File: config.mk
export PLATFORM = sky130hd
export DESIGN_NAME = arithmetic_coder_encoder
export DESIGN_NICKNAME = d
export VERILOG_FILES = /design/src/rtl/ace_pkg.sv /design/src/rtl/ace_mul.sv /design/src/rtl/ace_step.sv /design/src/rtl/arithmetic_coder_encoder.sv
export SDC_FILE = /design/constraint.sdc
export NUM_CORES = 1
export LEC_CHECK = 0
export BUFFER_PORTS_ARGS = -buffer_cell sky130_fd_sc_hd__buf_2
export CAP_MARGIN = 20
export CELL_PAD_IN_SITES_DETAIL_PLACEMENT = 2
export CELL_PAD_IN_SITES_GLOBAL_PLACEMENT = 2
export CORE_ASPECT_RATIO = 1.5
export CORE_MARGIN = 1.5
export CORE_UTILIZATION = 37
export CTS_CLUSTER_DIAMETER = 40
export DETAILED_ROUTE_END_ITERATION = 12
export MAX_ROUTING_LAYER = met4
export PLACE_DENSITY = 0.77
export SETUP_SLACK_MARGIN = 0.4
export SLEW_MARGIN = 5
export SYNTH_ARGS = -nofsm -noshare
export SYNTH_HDL_FRONTEND = slang
export SYNTH_SLANG_ARGS = --single-unit
export TNS_END_PERCENT = 30
File: constraint.sdc
create_clock -name clk_i -period 12.25 [get_ports clk_i]
set_input_delay 0 -clock clk_i [delete_from_list [all_inputs] [get_ports clk_i]]
set_output_delay 0 -clock clk_i [all_outputs]
set_load 0.05 [all_outputs]
File: src/rtl/ace_pkg.sv
// shared types and constants for the binary arithmetic encoder
// used by ace_step, arithmetic_coder_encoder and the bench, no dependencies

package ace_pkg;

  localparam int CUM_LOW_W  = 16;
  localparam int CUM_TOP_W  = 17;
  localparam int COUNT_W    = 16;
  localparam int MAX_SHIFTS = 16;

  localparam logic [COUNT_W-1:0] COUNT_MAX = {COUNT_W{1'b1}};

  localparam logic OP_ENCODE = 1'b0;
  localparam logic OP_FINISH = 1'b1;

  typedef struct packed {
    logic                 op;
    logic [CUM_LOW_W-1:0] cum_low;
    logic [CUM_TOP_W-1:0] cum_top;
  } in_item_t;

  typedef struct packed {
    logic               first_bit;
    logic [COUNT_W-1:0] follow_count;
    logic               last;
  } out_item_t;

  // renormalization decision for one shift step
  typedef enum logic [1:0] {
    ACT_STOP,
    ACT_EMIT0,
    ACT_EMIT1,
    ACT_FOLLOW
  } step_act_e;

endpackage

File: src/rtl/ace_mul.sv
// shared multiplier of the encoder, product registered
// depends on nothing but its parameters

module ace_mul #(
  parameter int AW = 17,
  parameter int BW = 17
) (
  input  logic             clk_i,
  input  logic [AW-1:0]    a_i,
  input  logic [BW-1:0]    b_i,
  output logic [AW+BW-1:0] p_o
);

  logic [AW+BW-1:0] p_q;

  always_ff @(posedge clk_i) begin
    p_q <= (AW+BW)'(a_i) * (AW+BW)'(b_i);
  end

  assign p_o = p_q;

endmodule

File: src/rtl/ace_step.sv
// one renormalization step of the encoder interval
// depends on ace_pkg for the step decision codes

module ace_step #(
  parameter int P = 16
) (
  input  logic [P-1:0]          lo_i,
  input  logic [P-1:0]          hi_i,
  output ace_pkg::step_act_e    act_o,
  output logic [P-1:0]          lo_o,
  output logic [P-1:0]          hi_o
);

  localparam logic [P-1:0] QTR = {2'b01, {(P-2){1'b0}}};

  logic [P-1:0] lo_s;
  logic [P-1:0] hi_s;

  always_comb begin
    act_o = ace_pkg::ACT_STOP;
    lo_s  = lo_i;
    hi_s  = hi_i;
    if (!hi_i[P-1]) begin
      act_o = ace_pkg::ACT_EMIT0;
    end else if (lo_i[P-1]) begin
      // top bit drops out in the shift, same as taking off half
      act_o = ace_pkg::ACT_EMIT1;
    end else if (lo_i[P-2] && !hi_i[P-2]) begin
      act_o = ace_pkg::ACT_FOLLOW;
      lo_s  = lo_i - QTR;
      hi_s  = hi_i - QTR;
    end
    lo_o = {lo_s[P-2:0], 1'b0};
    hi_o = {hi_s[P-2:0], 1'b1};
  end

endmodule

File: src/rtl/arithmetic_coder_encoder.sv
// binary arithmetic encoder: sequencer, interval state and result registers
// depends on ace_pkg, ace_mul and ace_step
//
// usage: an encode item (op 0) carries a symbol's cumulative bounds scaled by
// 2^PRECISION; a finish item (op 1) flushes the final bit and restarts the
// coder. results are runs: a bit and the count of inverted bits after it,
// with last set on the final run an item causes. an encode item can cause
// none. both channels use valid/stall; in_stall_o is high while an item is
// being worked on, so one item is in the block at a time.
// sequence: an encode item runs the interval update through the one shared
// multiplier twice, high bound then low bound; the high bound add overlaps
// the second pass and the low bound add follows. then one renormalization
// shift (at most 16) per cycle through the shared step unit, unless a run
// waits for room, plus a step that finds no shift due or the cap reached,
// then a step that releases the last run, if any. a finish item writes its run
// into the output register once that is free; other runs pass the hold register.
// a stalled output holds its result; the sequencer waits whenever a new run
// finds the hold register full and the output register full and stalled.
// reset puts the interval at full range and clears the pending count and
// all valid flags.

module arithmetic_coder_encoder #(
  parameter int PRECISION     = 16,
  parameter int PENDING_WIDTH = 16
) (
  input  logic               clk_i,
  input  logic               rst_ni,
  input  logic               in_valid_i,
  output logic               in_stall_o,
  input  ace_pkg::in_item_t  in_item_i,
  output logic               out_valid_o,
  input  logic               out_stall_i,
  output ace_pkg::out_item_t out_item_o
);

  localparam int P    = PRECISION;
  localparam int PW   = PENDING_WIDTH;
  localparam int CHW  = ace_pkg::CUM_TOP_W;
  localparam int MW   = P + 1 + CHW;
  localparam int CMPW = P + 18;
  localparam int KW   = $clog2(ace_pkg::MAX_SHIFTS + 1);
  localparam int CXW  = PW + ace_pkg::COUNT_W;

  localparam logic [PW-1:0]   PEND_MAX = {PW{1'b1}};
  localparam logic [CMPW-1:0] FULL_X   = CMPW'(1) << P;
  localparam logic [KW-1:0]   K_LIMIT  = KW'(ace_pkg::MAX_SHIFTS);

  typedef enum logic [2:0] {
    S_IDLE,
    S_MUL_HI,
    S_MUL_LO,
    S_ADD_LO,
    S_RENORM,
    S_FLUSH,
    S_FINISH
  } state_e;

  state_e state_q, state_d;

  logic [P-1:0]   lo_q, lo_d;
  logic [P-1:0]   hi_q, hi_d;
  logic [PW-1:0]  pend_q, pend_d;
  logic [P:0]     range_q, range_d;
  logic [CHW-1:0] ch_q, ch_d;
  logic [CHW-1:0] cl_q, cl_d;
  logic [KW-1:0]  k_q, k_d;

  logic               hold_valid_q, hold_valid_d;
  ace_pkg::out_item_t hold_q, hold_d;
  logic               out_valid_q, out_valid_d;
  ace_pkg::out_item_t out_q, out_d;

  logic [CHW-1:0]  mul_b;
  logic [MW-1:0]   prod;
  logic [MW-1:0]   quot;
  logic [CHW-1:0]  ch_fix;
  logic [CMPW-1:0] ch_x;

  ace_pkg::step_act_e act;
  logic [P-1:0]       lo_step;
  logic [P-1:0]       hi_step;

  logic             out_free;
  logic [PW-1:0]    pend_inc;
  logic [CXW-1:0]   pend_x;
  logic [CXW-1:0]   pinc_x;
  logic [ace_pkg::COUNT_W-1:0] cnt_now;
  logic [ace_pkg::COUNT_W-1:0] cnt_inc;

  assign mul_b = (state_q == S_MUL_HI) ? ch_q : cl_q;

  ace_mul #(
    .AW(P + 1),
    .BW(CHW)
  ) u_mul (
    .clk_i(clk_i),
    .a_i  (range_q),
    .b_i  (mul_b),
    .p_o  (prod)
  );

  ace_step #(
    .P(P)
  ) u_step (
    .lo_i (lo_q),
    .hi_i (hi_q),
    .act_o(act),
    .lo_o (lo_step),
    .hi_o (hi_step)
  );

  assign quot     = prod >> P;
  assign out_free = !out_valid_q || !out_stall_i;
  assign pend_inc = (pend_q == PEND_MAX) ? pend_q : pend_q + PW'(1);
  assign pend_x   = CXW'(pend_q);
  assign pinc_x   = CXW'(pend_inc);
  assign cnt_now  = (pend_x > CXW'(ace_pkg::COUNT_MAX)) ? ace_pkg::COUNT_MAX
                                                        : pend_x[ace_pkg::COUNT_W-1:0];
  assign cnt_inc  = (pinc_x > CXW'(ace_pkg::COUNT_MAX)) ? ace_pkg::COUNT_MAX
                                                        : pinc_x[ace_pkg::COUNT_W-1:0];

  // empty interval widened by one, then high bound clamped to full scale
  always_comb begin
    ch_fix = in_item_i.cum_top;
    if (in_item_i.cum_top == CHW'(in_item_i.cum_low)) begin
      ch_fix = CHW'(in_item_i.cum_low) + CHW'(1);
    end
    ch_x = CMPW'(ch_fix);
    if (ch_x > FULL_X) begin
      ch_fix = FULL_X[CHW-1:0];
    end
  end

  always_comb begin
    state_d      = state_q;
    lo_d         = lo_q;
    hi_d         = hi_q;
    pend_d       = pend_q;
    range_d      = range_q;
    ch_d         = ch_q;
    cl_d         = cl_q;
    k_d          = k_q;
    hold_valid_d = hold_valid_q;
    hold_d       = hold_q;
    out_valid_d  = out_valid_q && out_stall_i;
    out_d        = out_q;

    case (state_q)
      S_IDLE: begin
        if (in_valid_i) begin
          if (in_item_i.op == ace_pkg::OP_FINISH) begin
            state_d = S_FINISH;
          end else begin
            state_d = S_MUL_HI;
            ch_d    = ch_fix;
            cl_d    = CHW'(in_item_i.cum_low);
            range_d = {1'b0, hi_q} - {1'b0, lo_q} + (P+1)'(1);
            k_d     = '0;
          end
        end
      end
      S_MUL_HI: begin
        state_d = S_MUL_LO;
      end
      S_MUL_LO: begin
        // product holds range * high bound, low bound still old
        hi_d    = lo_q + quot[P-1:0] - P'(1);
        state_d = S_ADD_LO;
      end
      S_ADD_LO: begin
        lo_d    = lo_q + quot[P-1:0];
        state_d = S_RENORM;
      end
      S_RENORM: begin
        if (k_q == K_LIMIT || act == ace_pkg::ACT_STOP) begin
          state_d = S_FLUSH;
        end else if (act == ace_pkg::ACT_FOLLOW) begin
          pend_d = pend_inc;
          lo_d   = lo_step;
          hi_d   = hi_step;
          k_d    = k_q + KW'(1);
        end else if (!hold_valid_q || out_free) begin
          // previous run is not the last one, push it out
          if (hold_valid_q) begin
            out_valid_d = 1'b1;
            out_d       = hold_q;
          end
          hold_valid_d        = 1'b1;
          hold_d.first_bit    = (act == ace_pkg::ACT_EMIT1);
          hold_d.follow_count = cnt_now;
          hold_d.last         = 1'b0;
          pend_d = '0;
          lo_d   = lo_step;
          hi_d   = hi_step;
          k_d    = k_q + KW'(1);
        end
      end
      S_FLUSH: begin
        if (!hold_valid_q) begin
          state_d = S_IDLE;
        end else if (out_free) begin
          out_valid_d  = 1'b1;
          out_d        = hold_q;
          out_d.last   = 1'b1;
          hold_valid_d = 1'b0;
          state_d      = S_IDLE;
        end
      end
      S_FINISH: begin
        if (out_free) begin
          out_valid_d        = 1'b1;
          out_d.first_bit    = (lo_q[P-1:P-2] != 2'b00);
          out_d.follow_count = cnt_inc;
          out_d.last         = 1'b1;
          lo_d    = '0;
          hi_d    = '1;
          pend_d  = '0;
          state_d = S_IDLE;
        end
      end
      default: begin
        state_d = S_IDLE;
      end
    endcase
  end

  always_ff @(posedge clk_i or negedge rst_ni) begin
    if (!rst_ni) begin
      state_q      <= S_IDLE;
      lo_q         <= '0;
      hi_q         <= '1;
      pend_q       <= '0;
      k_q          <= '0;
      hold_valid_q <= 1'b0;
      out_valid_q  <= 1'b0;
    end else begin
      state_q      <= state_d;
      lo_q         <= lo_d;
      hi_q         <= hi_d;
      pend_q       <= pend_d;
      k_q          <= k_d;
      hold_valid_q <= hold_valid_d;
      out_valid_q  <= out_valid_d;
    end
  end

  always_ff @(posedge clk_i) begin
    range_q <= range_d;
    ch_q    <= ch_d;
    cl_q    <= cl_d;
    hold_q  <= hold_d;
    out_q   <= out_d;
  end

  assign in_stall_o  = (state_q != S_IDLE);
  assign out_valid_o = out_valid_q;
  assign out_item_o  = out_q;

  // a held run is always released before the next item is taken
  a_hold_empty_idle: assert property (@(posedge clk_i) disable iff (!rst_ni)
    (state_q == S_IDLE) |-> !hold_valid_q)
    else $error("held run left over in idle");

  a_shift_cap: assert property (@(posedge clk_i) disable iff (!rst_ni)
    k_q <= K_LIMIT)
    else $error("shift count beyond cap");

  a_finish_restart: assert property (@(posedge clk_i) disable iff (!rst_ni)
    (state_q == S_FINISH && out_free) |=> (lo_q == '0 && hi_q == '1 && pend_q == '0))
    else $error("coder not restarted after finish");

  a_finish_last: assert property (@(posedge clk_i) disable iff (!rst_ni)
    (state_q == S_FINISH && out_free) |=> (out_valid_q && out_q.last))
    else $error("finish run missing or not marked last");

endmodule

* After elaboration in Yosys (flattened, before gate mapping)
Cells that the tools add are included.
Operators by class: add/subtract/negate cells 9, reduce and logical (&&, ||, !) cells 28, bitwise operators 3, eq/ne operators 22, muxes and demuxes 60, $mul 1, $lt $le $gt $ge 3
Operator list (number):
- 16-bit two-way mux | 13
- 18-bit two-way mux | 7
- 16-bit case mux with 3 select lines | 2
- 15-bit two-way mux | 6
- 18-bit case mux with 3 select lines | 1
- 17-bit two-way mux | 2
- 16-bit greater-than comparator (second input constant) | 2
- 17-bit by 17-bit multiplier with 32-bit output | 1
- 16-bit case mux with 2 select lines | 1
- 15-bit subtractor (second input constant) | 2
- 5-bit two-way mux | 5
- 3-bit case mux with 7 select lines | 1
- 2-bit inequality test (second input constant) | 10
- 4-bit AND reduction | 5
- 16-bit by 1-bit adder with 17-bit output (second input constant) | 1
- 17-bit by 1-bit adder with 17-bit output (second input constant) | 1
- 17-bit by 16-bit == test with 1-bit output | 1
- 17-bit greater-than comparator (second input constant) | 1
- 16-bit by 16-bit subtractor with 17-bit output | 1
- 16-bit by 1-bit adder with 16-bit output (second input constant) | 1
- 16-bit adder | 1
- 16-bit == test (second input constant) | 1
- 16-bit by 1-bit subtractor with 16-bit output (second input constant) | 1
- 3-bit two-way mux | 5
- other kinds (24) | 54
Storage, ports and cells: register bits after elaboration 175, output and inout port bits 20

* Logic depth before layout (Yosys ltp)
Gate-level depths: netlist of the first run.
word-level depth 9, mapped depth 26, mapped depth without buffers 24

* Hierarchy
Synthesis of the first run repeated with hierarchy kept, for this count alone.
Unflattened totals: cell total of the unflattened synthesis 2155, area total of the unflattened synthesis 19789.0 µm²
By module, submodules not included:
- ace_mul | area each 10626.4 µm², sequential area each 680.7 µm², instances 1, cells an instance 1216
- arithmetic_coder_encoder | area each 8878.5 µm², sequential area each 4023.9 µm², instances 1, cells an instance 899
- ace_step | area each 284.0 µm², sequential area each 0.0 µm², instances 1, cells an instance 40

* Least setup slack after synthesis of the first run
Ideal clock, no wire load.
path type register -> register, start reg state_q[1], end reg u_mul.p_q[26] (netlist: u_mul.p_o[26]), setup time 0.072 ns, slack 5.139 ns, arrival 7.039 ns, path buffers 3, cell stages (with the launch flop) 26, clock period less this slack 7.111 ns, data required time 12.178 ns, cells stage by stage dfrtp_1 -> buf_2 -> nor3b_2 -> clkbuf_1 -> mux2i_1 -> clkbuf_1 -> nor2b_1 -> fa_1 -> inv_1 -> fa_1 -> fa_1 -> inv_1 -> fa_1 -> fa_1 -> inv_1 -> fa_1 -> inv_1 -> ha_1 -> a2111oi_0 -> o21ai_0 -> nand2_1 -> a211oi_1 -> o2111ai_1 -> nand3_1 -> a221oi_1 -> xnor2_1
Between the ends: word-level cells in the longest chain between the ends 3
Ends and longest elaborated chain:
- start: declaration | line arithmetic_coder_encoder.sv:58 | state_e state_q, state_d;
- start signal: assignment | line arithmetic_coder_encoder.sv:237 | state_q <= state_d;
- 3-bit by 1-bit == test with 1-bit output | line arithmetic_coder_encoder.sv:90 | assign mul_b = (state_q == S_MUL_HI) ? ch_q : cl_q;
- 17-bit two-way mux | line arithmetic_coder_encoder.sv:90
- 17-bit by 17-bit multiplier with 32-bit output | line ace_mul.sv:17 | p_q <= (AW+BW)'(a_i) * (AW+BW)'(b_i);
- end signal: assignment | line ace_mul.sv:17
- end: declaration | line ace_mul.sv:14 | logic [AW+BW-1:0] p_q;
Every way passes these cells. A chain may end at the register's enable or synchronous reset.

* Final worst setup path of the first run
start reg state_q[0], end reg u_mul.p_q[26] (netlist: u_mul.p_o[26])
The elaborated chain is that of the path after synthesis.

==> run summary, run 1 <==
The flow ran to the end, and the final reports show no timing, DRC or antenna violations. The critical path startpoint is state_q[0]. The total count of hold-check failures in the final report is 0.

The clock root buffer master is sky130_fd_sc_hd__clkbuf_16. The critical path required time is between 10000 and 15000 ps. After routing, the total negative slack on setup checks comes to 0 ps.

The top flip-flop cell by instance count after synthesis is sky130_fd_sc_hd__edfxtp_1. At the pin with the least slew margin, the transition time is approximately 1100 ps. The chip height came out at between 200 and 300 um. The clock latency on the worst-skew pair came out at about 470 ps. The async set-or-reset flop fraction in the synthesized netlist is between 30% and 40%.

The first-pass GRT wire length came out at between 90000 and 100000 um. The number of iterations in the first detailed-routing pass is 5. The worst pin sits at a relative slew slack of around 26%. The setup fix buffers added after clock tree synthesis came out at 0. The startpoint identified for the worst register-to-register timing path is state_q[0]. The maximum count of clock buffers along a single path came out at 2. The top cell types in the final layout, fill and taps aside, are sky130_fd_sc_hd__inv_1, sky130_fd_sc_hd__nand2_1, sky130_fd_sc_hd__fa_1, sky130_fd_sc_hd__ha_1, sky130_fd_sc_hd__edfxtp_1. The critical path class is reg2reg.

The shortest clock period the worst path allows after layout is around 7700 ps. The clock net in this run drives a total of 159 sinks. The count of mapped cells out of synthesis is 1942. The longest individual stage delay on the worst path is approximately 680 ps. The worst setup path is captured at a flip-flop. The wire length per cell came out at roughly 23 um. STA classifies the critical path startpoint as a flip-flop. By area the synthesized netlist is led by sky130_fd_sc_hd__fa_1, sky130_fd_sc_hd__edfxtp_1, sky130_fd_sc_hd__ha_1. A synthesized cell averages between 9 and 10 um^2. In this run the worst hold path is classified as in2reg. In this run, synthesis inferred 85 flip-flops with an integrated enable. The core footprint came out at roughly 49000 um^2. Setup repair after global routing left no endpoint under its margin.

The share of the synthesized area in the top cell type came out at between 20% and 30%. The layout overhead on the synthesized area is 11.1%. The number of resized instances in the post-cts repair step is 0. The worst reg-to-reg path cell count came out at 22. The floorplan die width is about 180 um. At the end of routability-driven placement, the weighted congestion stood at between 0.8 and 0.9.

The total setup violations reported at the end of the flow is 0. The detailed router finished its first iteration with roughly 560 violations. The synthesis warning total is 0.

For this design, the slowest cell found on the critical path is sky130_fd_sc_hd__dfrtp_1. Entering global routing, the biggest net connects 59 pins. The number of flip-flops and latches in the synthesized netlist is approximately 160. For this run, the top clock speed supported by timing is roughly 130 MHz. The post-route fraction of the period consumed by the critical path came out at 62.9%. The fraction of layout cells with a size suffix above 1 came out at between 8 and 9%.

The worst register-to-register path ends at u_mul.p_o[26]. Dividing the detail-routed via count by the number of cells gives around 5.3. The cell area after synthesis is ~18000 um^2. The max-slew violation count came out at 0. The floorplan step defined a die boundary enclosing roughly 50000 um^2. The total I/O pin count came out at 58. The global-route total usage across every layer came out at about a quarter. The most common cell after layout, fill and taps aside is sky130_fd_sc_hd__inv_1. The half-perimeter wire length after placement is approximately 45000 um. Traced cell by cell, the critical path runs through nor3b_4, buf_4, mux2_2, nand2_1, fa_1, fa_1, fa_1, inv_1, fa_1, fa_1, inv_1, fa_1, inv_1, ha_1, a2111oi_0, o21ai_0, nand2_1, a211oi_1, o2111ai_1, nand3_1, a221oi_1, xnor2_1. In this run the worst path has a maximum fanout of 24. The number of global-route vias before repair is 16800. The clock transition at the registers of the reported paths is 70 ps. The final setup skew is 15.1 ps. For this block, the routed nets add up to roughly 60000 um of wire. The count of input and output buffers came out at 57. The effective utilization at floorplan is roughly 37%. In the final design database the tool counted 2407 nets. By instance count, the cell type seen most on the critical path is sky130_fd_sc_hd__fa_1. Synthesis produced a netlist with a net count of 2353. sky130_fd_sc_hd__fa_1 takes more of the synthesized area than any other cell. The number of buffers inserted for hold repair after clock tree synthesis came out at 36. Data on the critical path arrives at its endpoint at between 8000 and 9000 ps. Summed over all layers, the global routing overflow is 0. The portion of the post-synthesis area used by sequential elements came out at a little under a quarter.

After floorplanning, the core was divided into 99 placement rows. Across the run, the number of max-cap violations was 0. The number of different library cells used by synthesis comes to between 70 and 80. The level count of the clock H-tree came out at 4. The residual antenna-violating net count after detailed routing is 0. The routed layout has roughly 14000 vias. Following the worst setup path forward leads to its endpoint at u_mul.p_o[26]. TritonCTS built the clock tree. The register-to-register setup slack is about 4500 ps. The number of buffers added by the clock tree synthesis step came out at 17. In the routed design, unresolved DRC markers number 0. The number of antenna violations at the first check in global routing came out at 4.
## layout make-up
cell class	count	area [um^2]
fill	5333	28400
multi-input combinational	1389	12400
sequential	159	4340
inverter	318	1190
timing repair buffer	111	821
tap	656	821
clock buffer	18	450
clock inverter	14	188
antenna	4	10.0
## routing by layer
| metal | GRT usage (%) | vias up | wire [um] |
|---|---|---|---|
| met1 | 25.0 | 7387 | 21400 |
| met5 | - | - | 0 |
| met4 | 12.7 | 0 | 2770 |
| met3 | 2.60 | 149 | 1200 |
| met2 | 50.3 | 236 | 34700 |
| li1 | - | 6418 | - |
## metrics by stage
| stage | instance area [um^2] | hold slack [ps] | setup slack, ps | util (%) | cells |
|---|---|---|---|---|---|
| floorplan | 18200 | -296 | 5140 | - | 1942 |
| global placement | 19100 | 235 | 4770 | 39.4 | 2595 |
| detailed placement | 19100 | 239 | 4580 | 39.4 | 2595 |
| CTS | 20100 | 26.5 | 4530 | 41.5 | 2663 |
| global route | 20200 | 75.1 | 4040 | 41.6 | 2669 |
| finish | 20200 | 49.0 | 4540 | 41.6 | 2669 |
## Yosys cell counts, types with 17 or more instances
cell                       instances
sky130_fd_sc_hd__clkbuf_1         65
sky130_fd_sc_hd__nand3_1          29
sky130_fd_sc_hd__a21oi_1          81
sky130_fd_sc_hd__nor2b_1          53
sky130_fd_sc_hd__nand2b_1         22
sky130_fd_sc_hd__and3_1           23
sky130_fd_sc_hd__xnor2_1          65
sky130_fd_sc_hd__o21ai_0          56
sky130_fd_sc_hd__nand2_1         233
sky130_fd_sc_hd__inv_1           318
sky130_fd_sc_hd__nor2_1           84
sky130_fd_sc_hd__dfrtp_1          42
sky130_fd_sc_hd__xor2_1           40
sky130_fd_sc_hd__edfxtp_1         85
sky130_fd_sc_hd__a31oi_1          17
sky130_fd_sc_hd__ha_1            150
sky130_fd_sc_hd__and2_1           84
sky130_fd_sc_hd__fa_1            223
sky130_fd_sc_hd__nor3_1           28
## cell families after synthesis
family | count (synthesis) | share of synthesized area [%]
buffers and inverters | 394 | 8.21
adder cells (fa/ha/maj) | 373 | 34.9
AO/OA/AOI/OAI | 266 | 9.24
flip-flops | 159 | 23.9
multiplexers | 28 | 1.64
XOR/XNOR | 105 | 5.06
AND/OR/NAND/NOR | 617 | 17.1
## how the worst min path moves through the flow
stage,cells after the start,endpoint,from
after CTS,4,state_q[1],in_valid_i
after detailed placement,2,lo_q[11],rst_ni
after global placement,2,lo_q[11],rst_ni
after floorplan,0,hold_valid_q,rst_ni
final,4,state_q[1],in_valid_i
after global routing,4,state_q[1],in_valid_i
## worst max-delay path, delay by kind of cell, from the launching register on
family / cells / cell delay, ps
flip-flops: 1 / 680
AND/OR/NAND/NOR: 4 / 790
buffers and inverters: 4 / 480
XOR/XNOR: 1 / 200
AO/OA/AOI/OAI: 5 / 1570
adder cells (fa/ha/maj): 7 / 3360
multiplexers: 1 / 530
## sequential cells by signal (all words and copies together) (netlist names)
register      flops
out_item_o       18
range_q          17
hold_valid_q      1
hold_q           17
cl_q             16
ch_q             17
u_mul.p_o        16
out_valid_o       1
k_q               5
state_q           3
hi_q             16
lo_q             16
pend_q           16
Power of run 1 is not shown: default switching activity piles up to over one toggle a cycle in this logic, so the estimate is an artifact.
==> run 2: changes to the inputs <==
--- a/config.mk
+++ b/config.mk
@@ -5,6 +5,7 @@
 export SDC_FILE = /design/constraint.sdc
 export NUM_CORES = 1
 export LEC_CHECK = 0
+export ABC_AREA = 1
 export BUFFER_PORTS_ARGS = -buffer_cell sky130_fd_sc_hd__buf_2
 export CAP_MARGIN = 20
 export CELL_PAD_IN_SITES_DETAIL_PLACEMENT = 2
@@ -15,7 +16,7 @@
 export CTS_CLUSTER_DIAMETER = 40
 export DETAILED_ROUTE_END_ITERATION = 12
 export MAX_ROUTING_LAYER = met4
-export PLACE_DENSITY = 0.77
+export PLACE_DENSITY = 0.81
 export SETUP_SLACK_MARGIN = 0.4
 export SLEW_MARGIN = 5
 export SYNTH_ARGS = -nofsm -noshare
==> constraint.sdc (replaced) <==
create_clock -name clk_i -period 7.3 [get_ports clk_i]
set_input_delay 0 -clock clk_i [delete_from_list [all_inputs] [get_ports clk_i]]
set_output_delay 0 -clock clk_i [all_outputs]
set_load 0.05 [all_outputs]
==> run 2 against run 1 <==
Effect of this change:
- flip-flop and latch count stayed put
- clock-buffer cell count shrank 1
- via count rose by 20%
- non-clock buffer count is 42 higher
- final area increased by 5.6%
- critical path depth rose by 7
- register-to-register slack worse by 4000 ps
==> run summary, run 2 <==
For this run, the detailed router's first-pass iteration total came to 5. The setup TNS came out at 0 ps. The routed via count divided by cell count came out at 5.33. The async set-or-reset flop fraction in the synthesized netlist came out at a little over a third.

The violation count after the first detailed-routing iteration came out at around 720. The die is roughly 280 um tall. Routability-driven placement finished with a final weighted congestion of between 0.9 and 1. The number of flip-flops and latches in the synthesized netlist came out at ~160. For the final database, setup skew stands at around 18 ps. The floorplan die width came out at ~190 um.

The critical path class is reg2reg. The count of flip-flops with a built-in enable after synthesis is 85. Across all layers, the routed design uses between 15000 and 20000 vias. The number of global-route vias before repair is ~20000. The number of antenna violations at the first check in global routing is 0. At the placement stage, the worst setup path has a slack of 334 ps. The top cell types in the final layout, fill and taps aside, are sky130_fd_sc_hd__nand2_1, sky130_fd_sc_hd__inv_1, sky130_fd_sc_hd__nor2_1, sky130_fd_sc_hd__fa_1, sky130_fd_sc_hd__ha_1. The core footprint came out at about 50000 um^2.

In this run the deepest clock path goes through 2 buffers. The largest total area in the synthesized netlist belongs to sky130_fd_sc_hd__fa_1. The final setup slack of the worst path came out at about 500 ps.

The global-route total usage across every layer came out at approximately 30%. For this design, the slowest cell found on the critical path is sky130_fd_sc_hd__fa_1. After detailed routing, the number of remaining DRC violations is 0. The worst slew margin relative to its limit came out at 31.1%. For this configuration, the core starts out at a cell density of between 30% and 40%. The run finished with clean final reports.

Each instance of the synthesized netlist takes up on average 7.91 um^2. The clock transition at the registers of the reported paths came out at approximately 80 ps. Yosys instantiated no cell more often than sky130_fd_sc_hd__nand2_1. The count of mapped cells out of synthesis is around 2400. In this run the biggest area consumer among cell types represents 23.7% of the synthesized area. The sequential cells in the finished layout cover a total of about 4300 um^2.

Hold is met by 9.37 ps. The count of input and output buffers came out at 57. Of all nets on the critical path, the largest fanout is 15. The number of buffers added by the clock tree synthesis step is 17.

Pin placement for this block handled 58 I/O pins. The synthesized net count came out at around 2800. Setup repair after global routing could not meet its margin everywhere.

Counting instances in the post-synthesis netlist gives the leading cell types as sky130_fd_sc_hd__nand2_1, sky130_fd_sc_hd__inv_1, sky130_fd_sc_hd__nor2_1, sky130_fd_sc_hd__fa_1, sky130_fd_sc_hd__ha_1. The largest single stage delay on the critical path is about 670 ps. The critical path launch point type is a flip-flop.

TritonCTS built the clock tree. The tree is rooted in a sky130_fd_sc_hd__clkbuf_16. The worst setup path is captured at a flip-flop. For this run, the leading register cell type out of synthesis is sky130_fd_sc_hd__edfxtp_1.

The shortest clock period the worst path allows after layout came out at 6800 ps. The min-delay analysis places its worst path in the category in2reg. In this run the core area contains between 100 and 150 standard-cell rows.

The number of flip-flops under the largest register name is 18. At the worst endpoint, the required time is about 7700 ps. In this run the remaining antenna-violating nets after routing total 0.

The post-layout net count came out at around 2900. In the finished design, the share of the clock period the worst path needs comes to 93.2%. The die covers 52300 um^2. The wire length per cell came out at 24.5 um. The overflow left after global routing is 0. The achievable clock frequency came out at about 150 MHz. The synthesis warning total came out at 0.

The library cell used most frequently in the layout, excluding fill and tap cells, is sky130_fd_sc_hd__nand2_1. The wire length reported by the detailed router is just under 80000 um. Relative to the synthesized area, the layout overhead comes to 13.3%. The wire-length estimate of the detail-placed layout is around 60000 um. The max-slew violation count is 0. The portion of the post-synthesis area used by sequential elements came out at 23.1%. The cell area after synthesis came out at approximately 19000 um^2. Clock latency on the worst-skew pair, taken at its later pin, is approximately 480 ps. In the final layout, the multi-input gates occupy about 12000 um^2.

The clock net sink count is around 160. The total setup violations reported at the end of the flow came out at 0. The pin slew with the least headroom to its limit came out at approximately 1000 ps. After synthesis, the cell types taking the most area are sky130_fd_sc_hd__fa_1, sky130_fd_sc_hd__edfxtp_1, sky130_fd_sc_hd__nand2_1. Of the cells placed in the final design, the portion with a size suffix greater than 1 is 11.3%.

Yosys mapped the design onto 53 distinct sky130hd cell types. The total count of hold-check failures in the final report came to 0. Across the run, the number of max-cap violations was 0. The level count of the clock H-tree came out at 4. At the worst endpoint, the arrival time is a little over 7000 ps. The first global-routing pass estimated 114000 um of wire. The largest net degree at the start of global routing came out at between 50 and 60.

The total of fill cells in the finished design is roughly 5700.
run 2: changes by cell type after synthesis, moves of 21 or more:
cell / previous run / this run
sky130_fd_sc_hd__and3_1: 23 / 0
sky130_fd_sc_hd__xnor2_1: 65 / 15
sky130_fd_sc_hd__inv_1: 318 / 512
sky130_fd_sc_hd__nor2b_1: 53 / 0
sky130_fd_sc_hd__nand3_1: 29 / 71
sky130_fd_sc_hd__nand2_1: 233 / 531
sky130_fd_sc_hd__and2_1: 84 / 1
sky130_fd_sc_hd__clkbuf_1: 65 / 32
sky130_fd_sc_hd__o21ai_0: 56 / 77
sky130_fd_sc_hd__nand2b_1: 22 / 0
sky130_fd_sc_hd__nor2_1: 84 / 250
run 2: timing repair:
action                                 in CTS  in global routing
setup endpoints to repair                   7                 16
buffers inserted                            0                 33
pin swaps                                   0                  5
resized for setup                           6                 50
gates cloned                                0                  2
endpoints found under the hold margin      61                  0
hold buffers                               19                  0
run 2: area by class of cell:
type,instances,area share [%]
timing repair buffer,153,5.16
tap,669,3.93
clock inverter,15,0.880
inverter,531,9.42
multi-input combinational,1639,58.2
antenna,1,0.0117
clock buffer,17,1.99
timing repair inverter,2,0.0704
sequential,159,20.4
run 2: stage by stage:
stage	std cells	util (%)	cell area, um^2
2_1_floorplan	2381	-	18800
3_3_place_gp	3099	39.8	20100
3_5_place_dp	3099	39.8	20100
4_1_cts	3150	41.4	20900
5_1_grt	3185	42.3	21300
6_report	3186	42.3	21300
run 2: layer usage:
metal,vias up,GRT usage (%),wire length (um)
met5,-,-,0
met1,8676,28.3,26600
li1,7549,-,-
met2,456,56.3,41900
met3,292,3.23,2970
met4,0,20.9,6640
run 2: kinds of logic after synthesis:
logic type | count (synthesis) | share of synthesized area [%]
fa+ha+maj | 373 | 33.7
xor+xnor | 67 | 3.12
compound gates | 261 | 7.93
flops | 159 | 23.1
simple gates | 938 | 20.4
buf+inv | 583 | 11.8
run 2: worst paths after layout:
| path | startpoint | endpoint | slack (ps) | depth (start not counted) |
|---|---|---|---|---|
| setup / recovery | state_q[0] | u_mul.p_o[27] | 500 | 29 |
| hold / removal | in_item_i[15] | ch_q[15] | 9 | 5 |
| setup reg to reg | state_q[0] | u_mul.p_o[27] | 500 | 29 |
| hold reg to reg | hi_q[14] | hi_q[14] | 510 | 2 |
| max in group asynchronous | rst_ni | state_q[1] | 6430 | 3 |
| min in group asynchronous | rst_ni | lo_q[14] | 240 | 3 |
run 2: critical path, delay by kind of cell, from the launching register on:
kind            cells  cell delay [ps]
xor+xnor            1              150
buf+inv             7              980
simple gates       10             1100
fa+ha+maj           7             3380
compound gates      4              640
flops               1              440
Power of run 2 is left out for the same reason.
